File: config.mk
export PLATFORM = sky130hd
export DESIGN_NAME = lfu_cache_key_value_core
export DESIGN_NICKNAME = d
export VERILOG_FILES = /design/src/hdl/lfu_pkg.sv /design/src/hdl/lfu_ram.sv /design/src/hdl/lfu_ctrl.sv /design/src/hdl/lfu_dpath.sv /design/src/hdl/lfu_cache_key_value_core.sv
export SDC_FILE = /design/constraint.sdc
export NUM_CORES = 2
export LEC_CHECK = 0
export BUFFER_PORTS_ARGS = -buffer_cell sky130_fd_sc_hd__buf_2
export CAP_MARGIN = 20
export CORE_MARGIN = 2
export CORE_UTILIZATION = 30
export DETAILED_ROUTE_END_ITERATION = 16
export PLACE_DENSITY_LB_ADDON = 0.12
export SKIP_LAST_GASP = 1
export SYNTH_ARGS = -nofsm -noshare
export SYNTH_HDL_FRONTEND = slang
export SYNTH_SLANG_ARGS = --single-unit
File: constraint.sdc
create_clock -name clk_i -period 17.1 [get_ports clk_i]
set_input_delay 2.565 -clock clk_i [delete_from_list [all_inputs] [get_ports clk_i]]
set_output_delay 2.565 -clock clk_i [all_outputs]
set_load 0.03 [all_outputs]
File: src/hdl/lfu_pkg.sv
// ----------------------------------------------------------------------------
// lfu_pkg
// Shared types and constants of the LFU key-value cache: beat payloads,
// controller states, and the command and status bundles.
// ----------------------------------------------------------------------------
package lfu_pkg;

  localparam int ENTRIES_DEF    = 16;
  localparam int COUNT_BITS_DEF = 16;

  localparam int KeyW   = 31;
  localparam int DataW  = 32;
  localparam int TouchW = 32;
  localparam int CfgW   = 5;

  localparam logic [CfgW-1:0] CAP_RESET = 5'd16;

  localparam logic OP_GET = 1'b0;
  localparam logic OP_PUT = 1'b1;

  typedef struct packed {
    logic                    op;
    logic [KeyW-1:0]         key;
    logic signed [DataW-1:0] value;
  } req_t;

  typedef struct packed {
    logic                    hit;
    logic signed [DataW-1:0] read_value;
    logic                    evicted;
  } rsp_t;

  typedef enum logic [2:0] {
    ST_IDLE,
    ST_LOOKUP,
    ST_DECIDE,
    ST_SCAN,
    ST_DRAIN,
    ST_EVICT,
    ST_RESP
  } state_e;

  typedef struct packed {
    logic load_req;
    logic lookup;
    logic commit_hit;
    logic commit_fill;
    logic commit_none;
    logic scan_start;
    logic scan_issue;
    logic commit_evict;
    logic load_out;
  } cmd_t;

  typedef struct packed {
    logic hit;
    logic is_put;
    logic cap_zero;
    logic fill_ok;
    logic scan_last;
  } status_t;

endpackage

File: src/hdl/lfu_ram.sv
// ----------------------------------------------------------------------------
// lfu_ram
// Generic single-write, single-read RAM with registered read data.
// ----------------------------------------------------------------------------
module lfu_ram #(
  parameter int WIDTH = 32,
  parameter int DEPTH = 16
) (
  input  logic                                    clk_i,
  input  logic                                    we_i,
  input  logic [((DEPTH > 1) ? $clog2(DEPTH) : 1)-1:0] waddr_i,
  input  logic [WIDTH-1:0]                        wdata_i,
  input  logic [((DEPTH > 1) ? $clog2(DEPTH) : 1)-1:0] raddr_i,
  output logic [WIDTH-1:0]                        rdata_o
);

  logic [WIDTH-1:0] mem_q [DEPTH];
  logic [WIDTH-1:0] rdata_q;

  always_ff @(posedge clk_i) begin
    if (we_i) begin
      mem_q[waddr_i] <= wdata_i;
    end
    rdata_q <= mem_q[raddr_i];
  end

  assign rdata_o = rdata_q;

endmodule

File: src/hdl/lfu_ctrl.sv
// ----------------------------------------------------------------------------
// lfu_ctrl
// Request sequencer: lookup, decision, victim scan, commit and result beat.
// ----------------------------------------------------------------------------
module lfu_ctrl (
  input  logic             clk_i,
  input  logic             rst_ni,
  input  logic             in_valid_i,
  output logic             in_ready_o,
  output logic             out_valid_o,
  input  logic             out_ready_i,
  input  lfu_pkg::status_t status_i,
  output lfu_pkg::cmd_t    cmd_o
);

  lfu_pkg::state_e state_q, state_d;
  logic            out_valid_q, out_valid_d;

  always_ff @(posedge clk_i or negedge rst_ni) begin
    if (!rst_ni) begin
      state_q     <= lfu_pkg::ST_IDLE;
      out_valid_q <= 1'b0;
    end else begin
      state_q     <= state_d;
      out_valid_q <= out_valid_d;
    end
  end

  always_comb begin
    state_d     = state_q;
    cmd_o       = '0;
    out_valid_d = out_valid_q;
    if (out_valid_q && out_ready_i) begin
      out_valid_d = 1'b0;
    end
    case (state_q)
      lfu_pkg::ST_IDLE: begin
        if (in_valid_i) begin
          cmd_o.load_req = 1'b1;
          state_d        = lfu_pkg::ST_LOOKUP;
        end
      end
      lfu_pkg::ST_LOOKUP: begin
        cmd_o.lookup = 1'b1;
        state_d      = lfu_pkg::ST_DECIDE;
      end
      lfu_pkg::ST_DECIDE: begin
        if (status_i.hit) begin
          cmd_o.commit_hit = 1'b1;
          state_d          = lfu_pkg::ST_RESP;
        end else if (!status_i.is_put || status_i.cap_zero) begin
          cmd_o.commit_none = 1'b1;
          state_d           = lfu_pkg::ST_RESP;
        end else if (status_i.fill_ok) begin
          cmd_o.commit_fill = 1'b1;
          state_d           = lfu_pkg::ST_RESP;
        end else begin
          cmd_o.scan_start = 1'b1;
          state_d          = lfu_pkg::ST_SCAN;
        end
      end
      lfu_pkg::ST_SCAN: begin
        cmd_o.scan_issue = 1'b1;
        if (status_i.scan_last) begin
          state_d = lfu_pkg::ST_DRAIN;
        end
      end
      lfu_pkg::ST_DRAIN: begin
        // last slot is compared in this cycle
        state_d = lfu_pkg::ST_EVICT;
      end
      lfu_pkg::ST_EVICT: begin
        cmd_o.commit_evict = 1'b1;
        state_d            = lfu_pkg::ST_RESP;
      end
      lfu_pkg::ST_RESP: begin
        // hold until the output register is free
        if (!out_valid_q || out_ready_i) begin
          cmd_o.load_out = 1'b1;
          out_valid_d    = 1'b1;
          state_d        = lfu_pkg::ST_IDLE;
        end
      end
      default: begin
        state_d = lfu_pkg::ST_IDLE;
      end
    endcase
  end

  assign in_ready_o  = (state_q == lfu_pkg::ST_IDLE);
  assign out_valid_o = out_valid_q;

endmodule

File: src/hdl/lfu_dpath.sv
// ----------------------------------------------------------------------------
// lfu_dpath
// Slot storage, parallel key compare, victim scan and result registers.
// ----------------------------------------------------------------------------
module lfu_dpath #(
  parameter int ENTRIES    = lfu_pkg::ENTRIES_DEF,
  parameter int COUNT_BITS = lfu_pkg::COUNT_BITS_DEF
) (
  input  logic                       clk_i,
  input  logic                       rst_ni,
  input  lfu_pkg::req_t              in_data_i,
  input  logic                       cfg_valid_i,
  input  logic [lfu_pkg::CfgW-1:0]   cfg_data_i,
  input  lfu_pkg::cmd_t              cmd_i,
  output lfu_pkg::status_t           status_o,
  output lfu_pkg::rsp_t              out_data_o
);

  localparam int IdxW  = (ENTRIES > 1) ? $clog2(ENTRIES) : 1;
  localparam int FillW = $clog2(ENTRIES + 1);
  localparam int CmpW  = (FillW > lfu_pkg::CfgW) ? FillW : lfu_pkg::CfgW;
  localparam int MetaW = COUNT_BITS + lfu_pkg::TouchW;
  localparam logic [COUNT_BITS-1:0] CountMax = '1;

  lfu_pkg::req_t                req_q;
  lfu_pkg::rsp_t                res_q, res_d, out_q;
  logic [lfu_pkg::CfgW-1:0]     cap_q;
  logic [ENTRIES-1:0]           valid_q;
  logic [lfu_pkg::KeyW-1:0]     key_q [ENTRIES];
  logic [FillW-1:0]             filled_q;
  logic [lfu_pkg::TouchW-1:0]   touch_q;
  logic                         hit_q, free_vld_q;
  logic [IdxW-1:0]              hit_idx_q, free_idx_q;
  logic [IdxW-1:0]              scan_cnt_q, cmp_idx_q, best_idx_q;
  logic                         cmp_vld_q, best_vld_q;
  logic [COUNT_BITS-1:0]        best_cnt_q;
  logic [lfu_pkg::TouchW-1:0]   best_age_q;

  logic                         hit_c, free_c;
  logic [IdxW-1:0]              hit_idx_c, free_idx_c, meta_raddr, wr_idx;
  logic [MetaW-1:0]             meta_rdata, meta_wdata;
  logic [lfu_pkg::DataW-1:0]    data_rdata;
  logic [COUNT_BITS-1:0]        rd_cnt, new_cnt;
  logic [lfu_pkg::TouchW-1:0]   rd_touch, age;
  logic                         take, ins_we, meta_we, data_we;
  logic [CmpW-1:0]              cap_ext, cap_eff;

  // parallel key compare and free-slot search, lowest index first
  always_comb begin
    hit_c      = 1'b0;
    hit_idx_c  = '0;
    free_c     = 1'b0;
    free_idx_c = '0;
    for (int i = ENTRIES - 1; i >= 0; i--) begin
      if (valid_q[i] && (key_q[i] == req_q.key)) begin
        hit_c     = 1'b1;
        hit_idx_c = IdxW'(i);
      end
      if (!valid_q[i]) begin
        free_c     = 1'b1;
        free_idx_c = IdxW'(i);
      end
    end
  end

  assign rd_cnt   = meta_rdata[MetaW-1:lfu_pkg::TouchW];
  assign rd_touch = meta_rdata[lfu_pkg::TouchW-1:0];
  assign age      = touch_q - rd_touch;
  assign take     = cmp_vld_q && valid_q[cmp_idx_q] &&
                    (!best_vld_q || (rd_cnt < best_cnt_q) ||
                     ((rd_cnt == best_cnt_q) && (age > best_age_q)));

  assign meta_raddr = cmd_i.scan_issue ? scan_cnt_q : hit_idx_c;
  assign ins_we     = cmd_i.commit_fill || (cmd_i.commit_evict && best_vld_q);
  assign meta_we    = cmd_i.commit_hit || ins_we;
  assign data_we    = ins_we || (cmd_i.commit_hit && (req_q.op == lfu_pkg::OP_PUT));
  assign wr_idx     = cmd_i.commit_hit  ? hit_idx_q  :
                      cmd_i.commit_fill ? free_idx_q : best_idx_q;
  assign new_cnt    = cmd_i.commit_hit ?
                      ((rd_cnt == CountMax) ? rd_cnt : rd_cnt + 1'b1) :
                      COUNT_BITS'(1);
  assign meta_wdata = {new_cnt, touch_q};

  assign cap_ext = CmpW'(cap_q);
  assign cap_eff = (cap_ext > CmpW'(ENTRIES)) ? CmpW'(ENTRIES) : cap_ext;

  always_comb begin
    res_d = res_q;
    if (cmd_i.commit_hit) begin
      res_d.hit        = 1'b1;
      res_d.read_value = (req_q.op == lfu_pkg::OP_GET) ? data_rdata : '0;
      res_d.evicted    = 1'b0;
    end else if (cmd_i.commit_none || cmd_i.commit_fill) begin
      res_d = '0;
    end else if (cmd_i.commit_evict) begin
      res_d         = '0;
      res_d.evicted = best_vld_q;
    end
  end

  lfu_ram #(
    .WIDTH (MetaW),
    .DEPTH (ENTRIES)
  ) u_meta_ram (
    .clk_i   (clk_i),
    .we_i    (meta_we),
    .waddr_i (wr_idx),
    .wdata_i (meta_wdata),
    .raddr_i (meta_raddr),
    .rdata_o (meta_rdata)
  );

  lfu_ram #(
    .WIDTH (lfu_pkg::DataW),
    .DEPTH (ENTRIES)
  ) u_data_ram (
    .clk_i   (clk_i),
    .we_i    (data_we),
    .waddr_i (wr_idx),
    .wdata_i (req_q.value),
    .raddr_i (hit_idx_c),
    .rdata_o (data_rdata)
  );

  always_ff @(posedge clk_i or negedge rst_ni) begin
    if (!rst_ni) begin
      cap_q      <= lfu_pkg::CAP_RESET;
      valid_q    <= '0;
      filled_q   <= '0;
      touch_q    <= '0;
      cmp_vld_q  <= 1'b0;
      best_vld_q <= 1'b0;
    end else begin
      if (cfg_valid_i) begin
        cap_q <= cfg_data_i;
      end
      if (ins_we) begin
        valid_q[wr_idx] <= 1'b1;
      end
      if (cmd_i.commit_fill) begin
        filled_q <= filled_q + 1'b1;
      end
      if (meta_we) begin
        touch_q <= touch_q + 1'b1;
      end
      cmp_vld_q <= cmd_i.scan_issue;
      if (cmd_i.scan_start) begin
        best_vld_q <= 1'b0;
      end else if (take) begin
        best_vld_q <= 1'b1;
      end
    end
  end

  always_ff @(posedge clk_i) begin
    if (cmd_i.load_req) begin
      req_q <= in_data_i;
    end
    if (cmd_i.lookup) begin
      hit_q      <= hit_c;
      hit_idx_q  <= hit_idx_c;
      free_vld_q <= free_c;
      free_idx_q <= free_idx_c;
    end
    if (ins_we) begin
      key_q[wr_idx] <= req_q.key;
    end
    if (cmd_i.scan_start) begin
      scan_cnt_q <= '0;
    end else if (cmd_i.scan_issue) begin
      scan_cnt_q <= scan_cnt_q + 1'b1;
    end
    cmp_idx_q <= scan_cnt_q;
    if (take) begin
      best_idx_q <= cmp_idx_q;
      best_cnt_q <= rd_cnt;
      best_age_q <= age;
    end
    res_q <= res_d;
    if (cmd_i.load_out) begin
      out_q <= res_q;
    end
  end

  assign status_o.hit       = hit_q;
  assign status_o.is_put    = (req_q.op == lfu_pkg::OP_PUT);
  assign status_o.cap_zero  = (cap_q == '0);
  assign status_o.fill_ok   = free_vld_q && (CmpW'(filled_q) < cap_eff);
  assign status_o.scan_last = (scan_cnt_q == IdxW'(ENTRIES - 1));
  assign out_data_o         = out_q;

endmodule

File: src/hdl/lfu_cache_key_value_core.sv
// ----------------------------------------------------------------------------
// lfu_cache_key_value_core
// Fully associative key-value cache, least-frequently-used replacement with
// least-recently-used tie-break.
//
//   Channel | Signals                              | Beat
//   --------+--------------------------------------+-----------------------
//   in      | in_valid_i, in_ready_o, in_data_i    | op, key, value
//   out     | out_valid_o, out_ready_i, out_data_o | hit, read_value, evicted
//   cfg     | cfg_valid_i, cfg_ready_o, cfg_data_i | capacity_in_use
//
// One request at a time. Hit, miss and fill pass through the lookup, decide and
// result states; a put that evicts also runs the victim scan, reading one slot
// per cycle from the count/recency RAM, then the drain and evict states.
// Reset clears the valid bits, fill count and touch clock; no clearing pass.
// A stalled result waits in the output register while the next request is
// accepted; that request then holds in its last state until the register is
// free.
// ----------------------------------------------------------------------------
module lfu_cache_key_value_core #(
  parameter int ENTRIES    = lfu_pkg::ENTRIES_DEF,
  parameter int COUNT_BITS = lfu_pkg::COUNT_BITS_DEF
) (
  input  logic                     clk_i,
  input  logic                     rst_ni,
  input  logic                     in_valid_i,
  output logic                     in_ready_o,
  input  lfu_pkg::req_t            in_data_i,
  output logic                     out_valid_o,
  input  logic                     out_ready_i,
  output lfu_pkg::rsp_t            out_data_o,
  input  logic                     cfg_valid_i,
  output logic                     cfg_ready_o,
  input  logic [lfu_pkg::CfgW-1:0] cfg_data_i
);

  lfu_pkg::cmd_t    cmd;
  lfu_pkg::status_t status;

  assign cfg_ready_o = 1'b1;

  lfu_ctrl u_ctrl (
    .clk_i       (clk_i),
    .rst_ni      (rst_ni),
    .in_valid_i  (in_valid_i),
    .in_ready_o  (in_ready_o),
    .out_valid_o (out_valid_o),
    .out_ready_i (out_ready_i),
    .status_i    (status),
    .cmd_o       (cmd)
  );

  lfu_dpath #(
    .ENTRIES    (ENTRIES),
    .COUNT_BITS (COUNT_BITS)
  ) u_dpath (
    .clk_i       (clk_i),
    .rst_ni      (rst_ni),
    .in_data_i   (in_data_i),
    .cfg_valid_i (cfg_valid_i),
    .cfg_data_i  (cfg_data_i),
    .cmd_i       (cmd),
    .status_o    (status),
    .out_data_o  (out_data_o)
  );

  a_one_in_flight: assert property (@(posedge clk_i) disable iff (!rst_ni)
    (in_valid_i && in_ready_o) |=> !in_ready_o)
    else $error("request accepted while another is in flight");

  a_evict_not_hit: assert property (@(posedge clk_i) disable iff (!rst_ni)
    out_valid_o |-> !(out_data_o.hit && out_data_o.evicted))
    else $error("result flags both hit and eviction");

  a_value_needs_hit: assert property (@(posedge clk_i) disable iff (!rst_ni)
    (out_valid_o && (out_data_o.read_value != '0)) |-> out_data_o.hit)
    else $error("read value on a miss");

  a_result_from_work: assert property (@(posedge clk_i) disable iff (!rst_ni)
    $rose(out_valid_o) |-> $past(!in_ready_o))
    else $error("result beat without a request in progress");

  a_single_commit: assert property (@(posedge clk_i) disable iff (!rst_ni)
    $countones({cmd.commit_hit, cmd.commit_fill, cmd.commit_none,
                cmd.commit_evict}) <= 1)
    else $error("more than one commit in a cycle");

endmodule
==> impl_metrics.xml <==
<?xml version="1.0" encoding="UTF-8"?>
<metrics>
  <group name="outcome">
    <metric name="status" unit="">finished clean</metric>
  </group>
  <group name="floorplanning">
    <metric name="die-height" unit="um">558.3</metric>
    <metric name="fp.dieW" unit="um">558.3</metric>
    <metric name="rows" unit="">203</metric>
    <metric name="die_area" unit="mm^2">0.3116</metric>
    <metric name="core_area" unit="mm^2">0.3058</metric>
    <metric name="start_util" unit="">0.3014</metric>
    <metric name="boundaryPins" unit="">111</metric>
  </group>
  <group name="synthesis">
    <metric name="number_of_flops_mapped_to_enable_cells_by_yosys" unit="">1968</metric>
    <metric name="sequential_fraction_of_the_synthesis_area" unit="">0.6782</metric>
    <metric name="post_synth_mux_area_share" unit="">0.1102</metric>
    <metric name="synth_top_area_cell" unit="">edfxtp_1</metric>
    <metric name="synthArstFlopShare" unit="">0.03016</metric>
    <metric name="count_of_unique_library_cells_instantiated_by_yosys" unit="">81</metric>
    <metric name="synthAdderAreaFrac" unit="">0.01203</metric>
    <metric name="synth_most_common_cell" unit="">edfxtp_1</metric>
    <metric name="postSynth.topFlopCell" unit="">edfxtp_1</metric>
    <metric name="xor_xnor_fraction_of_synth_area" unit="">0.05446</metric>
    <metric name="area_share_of_the_largest_cell_type_after_synthesis" unit="">0.6412</metric>
    <metric name="synth_top_cells_by_area" unit="">edfxtp_1 (64%), mux2i_1 (9.6%), xnor2_1 (3.8%)</metric>
    <metric name="mappedNetlistNets" unit="">6302</metric>
    <metric name="synth_top_family_by_area" unit="">multiplexers</metric>
    <metric name="netlist_area" unit="mm^2">0.09216</metric>
    <metric name="ys_top_cells_by_count" unit="">edfxtp_1 (1,968), mux2i_1 (886), nand2_1 (621)</metric>
    <metric name="synth.yosys.warnings" unit="">0</metric>
    <metric name="postSynthAreaPerCell" unit="um^2">15.01</metric>
    <metric name="synth.ff_latch_count" unit="">2122</metric>
    <metric name="synth_compound_area_frac" unit="">0.05375</metric>
    <metric name="synth_cells" unit="">6140</metric>
    <metric name="synth_simple_gate_area_frac" unit="">0.06779</metric>
  </group>
  <group name="layout">
    <metric name="nFillCells" unit="">29380</metric>
    <metric name="register_area" unit="mm^2">0.06250</metric>
    <metric name="fin_nets" unit="">6488</metric>
    <metric name="area.growth.synth_to_final" unit="%">14.49</metric>
    <metric name="final_core_util" unit="">0.3450</metric>
    <metric name="multi_input_comb_area" unit="mm^2">0.02791</metric>
    <metric name="stdcell_count" unit="">10640</metric>
    <metric name="final_layout_size_suffix_gt1_frac" unit="">0.1303</metric>
  </group>
  <group name="clock_network">
    <metric name="tritoncts_clock_tree" unit="">built</metric>
    <metric name="clock_tree.htree_level_count" unit="">4</metric>
    <metric name="number_of_cts_inserted_buffers" unit="">244</metric>
    <metric name="cts-hold-fix-buffers" unit="">0</metric>
    <metric name="insertion_delay_to_the_later_sink_of_the_worst_skew_pair" unit="ps">930</metric>
    <metric name="largest_buffer_count_on_any_clock_path" unit="">4</metric>
    <metric name="clk_transition_reported_paths" unit="ps">60</metric>
    <metric name="clock_sink_total" unit="">2122</metric>
    <metric name="clk_root_buffer_cell" unit="">clkbuf_16</metric>
    <metric name="post_cts_resize_count" unit="">0</metric>
    <metric name="post-cts-setup-buffers" unit="">0</metric>
  </group>
  <group name="grt">
    <metric name="globalRouteOverflowTotal" unit="">0</metric>
    <metric name="number_of_global_route_vias_before_repair" unit="">53620</metric>
    <metric name="grt_start_max_net_pins" unit="">134</metric>
    <metric name="groute.usage.overall" unit="">0.1707</metric>
    <metric name="grt_antenna_before_repair" unit="">6</metric>
    <metric name="grt_first_pass_wirelength" unit="um">388300</metric>
  </group>
  <group name="sta">
    <metric name="fin_crit" unit="ps">7517</metric>
    <metric name="worst_slew_pin_slew" unit="ps">1096</metric>
    <metric name="totalNegativeSetupSlack" unit="ps">0</metric>
    <metric name="worst_hold_slack" unit="ps">412.4</metric>
    <metric name="final.setup_skew" unit="ps">105.8</metric>
    <metric name="max_freq" unit="MHz">133.0</metric>
    <metric name="finalSetupViolCount" unit="">0</metric>
    <metric name="maxSlewHeadroom" unit="">0.2696</metric>
    <metric name="rsz_0062_raised_after_global_routing" unit="">no</metric>
    <metric name="slew_viol_final" unit="">0</metric>
    <metric name="finalHoldViolCount" unit="">0</metric>
    <metric name="min_period_over_period" unit="">0.4396</metric>
  </group>
  <group name="detailed_routing">
    <metric name="drc_errors" unit="">0</metric>
    <metric name="detail_route.wirelength" unit="um">271800</metric>
    <metric name="route.vias.total" unit="">52770</metric>
    <metric name="detailedRoute.firstPassIterationCount" unit="">5</metric>
    <metric name="route.antenna.remaining_nets" unit="">0</metric>
    <metric name="drt-initial-drc-count" unit="">3873</metric>
    <metric name="routedWlPerCell" unit="um">25.56</metric>
    <metric name="viasPerCell" unit="">4.962</metric>
  </group>
  <group name="placed_design">
    <metric name="estimated_wirelength_of_the_detail_placed_design" unit="um">146100</metric>
    <metric name="dp.cells" unit="">10180</metric>
    <metric name="gpl.final_weighted_congestion" unit="">0.8229</metric>
    <metric name="buffer_ports.inserted" unit="">109</metric>
  </group>
  <group name="power">
    <metric name="p_int" unit="uW">9744</metric>
    <metric name="power.share.combinational" unit="">0.143</metric>
    <metric name="swShare" unit="">0.2726</metric>
    <metric name="peakVddDrop" unit="uV">97.04</metric>
    <metric name="power-per-cell-area" unit="mW/mm^2">127.0</metric>
    <metric name="design_power_total" unit="uW">13400</metric>
    <metric name="switching_power" unit="uW">3652</metric>
    <metric name="clock_power_share" unit="">0.380</metric>
    <metric name="power.sequential.fraction" unit="">0.477</metric>
    <metric name="p_leak" unit="uW">0.03680</metric>
  </group>
  <group name="critical_path">
    <metric name="cp_max_fo" unit="">60</metric>
    <metric name="slowest_cell_delay_on_critical_path" unit="ps">920</metric>
    <metric name="critical_path_class" unit="">flip-flop to flip-flop</metric>
    <metric name="cpLargestDelayFamily" unit="">buffers and inverters</metric>
    <metric name="worstPathRequired" unit="ps">17790</metric>
    <metric name="cp.buffers_inverters" unit="">6</metric>
    <metric name="critPathCaptureType" unit="">flip-flop</metric>
    <metric name="critical_path_cell_list" unit="">buf_4 &gt; buf_4 &gt; xnor2_1 &gt; nand4_1 &gt; nor4_1 &gt; and2_1 &gt; nor4bb_1 &gt; o31a_1 &gt; o31ai_4 &gt; buf_4 &gt; buf_4 &gt; buf_4 &gt; buf_4 &gt; mux2i_1 &gt; mux2i_1 &gt; mux2i_1 &gt; mux2i_1</metric>
    <metric name="critPathLaunchType" unit="">flip-flop</metric>
    <metric name="crit_top_cell" unit="">buf_4</metric>
    <metric name="slowest_stage" unit="">buf_4</metric>
    <metric name="arrival" unit="ps">8210</metric>
  </group>
  <group name="worst_hold_path">
    <metric name="holdCritPathClass" unit="">flip-flop to flip-flop</metric>
  </group>
  <group name="flow_run">
    <metric name="drv.max_cap_violation_count" unit="">0</metric>
  </group>
</metrics>
## layer usage
| layer | track usage | part of all wire | routed length (um) |
|---|---|---|---|
| met1 | 0.2312 | 0.45 | 123300 |
| met2 | 0.2851 | 0.48 | 130300 |
| met5 | 0 | 0 | 0 |
| met3 | 0.01955 | 0.037 | 10030 |
| met4 | 0.05350 | 0.030 | 8165 |
## placed cells by master, fill, tap and decap left out, drive strengths merged, types with 115 or more instances in the layout
cell type / synthesis / layout
edfxtp: 1968 / 1968
mux2i: 887 / 887
nand2: 621 / 621
xnor2: 402 / 402
clkbuf: 153 / 325
buf: 173 / 266
nand4: 218 / 218
xor2: 171 / 171
a21oi: 144 / 144
nor2: 115 / 115
## per-stage QoR
step	instance area, um^2	setup slack [ps]
2_1_floorplan	92160	10100
3_3_place_gp	97640	9725
3_5_place_dp	97700	9627
4_1_cts	105500	9559
5_1_grt	105500	9150
6_report	105500	9583
## flip-flops by register name, indices dropped and copies added (netlist names), 4 cells and up
signal / cells
u_dpath.u_meta_ram.mem_q: 768
u_dpath.u_data_ram.mem_q: 512
u_dpath.key_q: 496
u_dpath.req_q: 63
u_dpath.u_meta_ram.rdata_o: 48
u_dpath.out_data_o: 34
u_dpath.res_q: 34
u_dpath.best_age_q: 32
u_dpath.touch_q: 32
u_dpath.u_data_ram.rdata_o: 32
u_dpath.best_cnt_q: 16
u_dpath.valid_q: 16
u_dpath.cap_ext: 5
u_dpath.filled_q: 5
u_dpath.best_idx_q: 4
u_dpath.cmp_idx_q: 4
u_dpath.free_idx_q: 4
u_dpath.hit_idx_q: 4
u_dpath.scan_cnt_q: 4
## power groups by stage
stage | sequential [uW] | clock [uW] | combinational (uW)
after global routing | 6430 | 5440 | 2090
after CTS | 6400 | 5250 | 1960
after floorplan | 6430 | 0 | 1230
after global placement | 6500 | 0 | 1940
after detailed placement | 6500 | 0 | 1950
final | 6390 | 5090 | 1910
## kinds of logic (layout without fill, tap and decap cells)
logic type / count (synthesis) / count (layout)
AO/OA/AOI/OAI: 643 / 643
adder cells (fa/ha/maj): 88 / 88
multiplexers: 995 / 995
buffers and inverters: 423 / 813
AND/OR/NAND/NOR: 1295 / 1295
other: 1 / 6
flip-flops: 2122 / 2122
XOR/XNOR: 573 / 573
## path summary, 6_finish.rpt
kind	end	slack, ps	startpoint	depth (start not counted)
max	u_dpath.u_meta_ram.rdata_o[9]$_DFF_P_	9580	u_dpath.req_q[60]$_DFFE_PP_	17
min	u_dpath.cmp_idx_q[0]$_DFF_P_	410	u_dpath.scan_cnt_q[0]$_SDFFE_PP0P_	0
max reg2reg	u_dpath.u_meta_ram.rdata_o[9]$_DFF_P_	9580	u_dpath.req_q[60]$_DFFE_PP_	17
min reg2reg	u_dpath.cmp_idx_q[0]$_DFF_P_	410	u_dpath.scan_cnt_q[0]$_SDFFE_PP0P_	0
max in group asynchronous	u_dpath.best_vld_q$_DFFE_PN0P_	14430	rst_ni	2
min in group asynchronous	u_dpath.touch_q[2]$_DFFE_PN0N_	1620	rst_ni	1
## layout make-up
| cell class | count | area share |
|---|---|---|
| sequential | 2122 | 0.5924 |
| multi-input combinational | 3595 | 0.2645 |
| clock buffer | 325 | 0.06380 |
| tap | 4100 | 0.04862 |
| timing repair buffer | 266 | 0.01723 |
| clock inverter | 125 | 0.009902 |
| inverter | 97 | 0.003451 |
| antenna | 5 | 0.0001186 |
No activity file was read; power rests on OpenSTA's default activity.
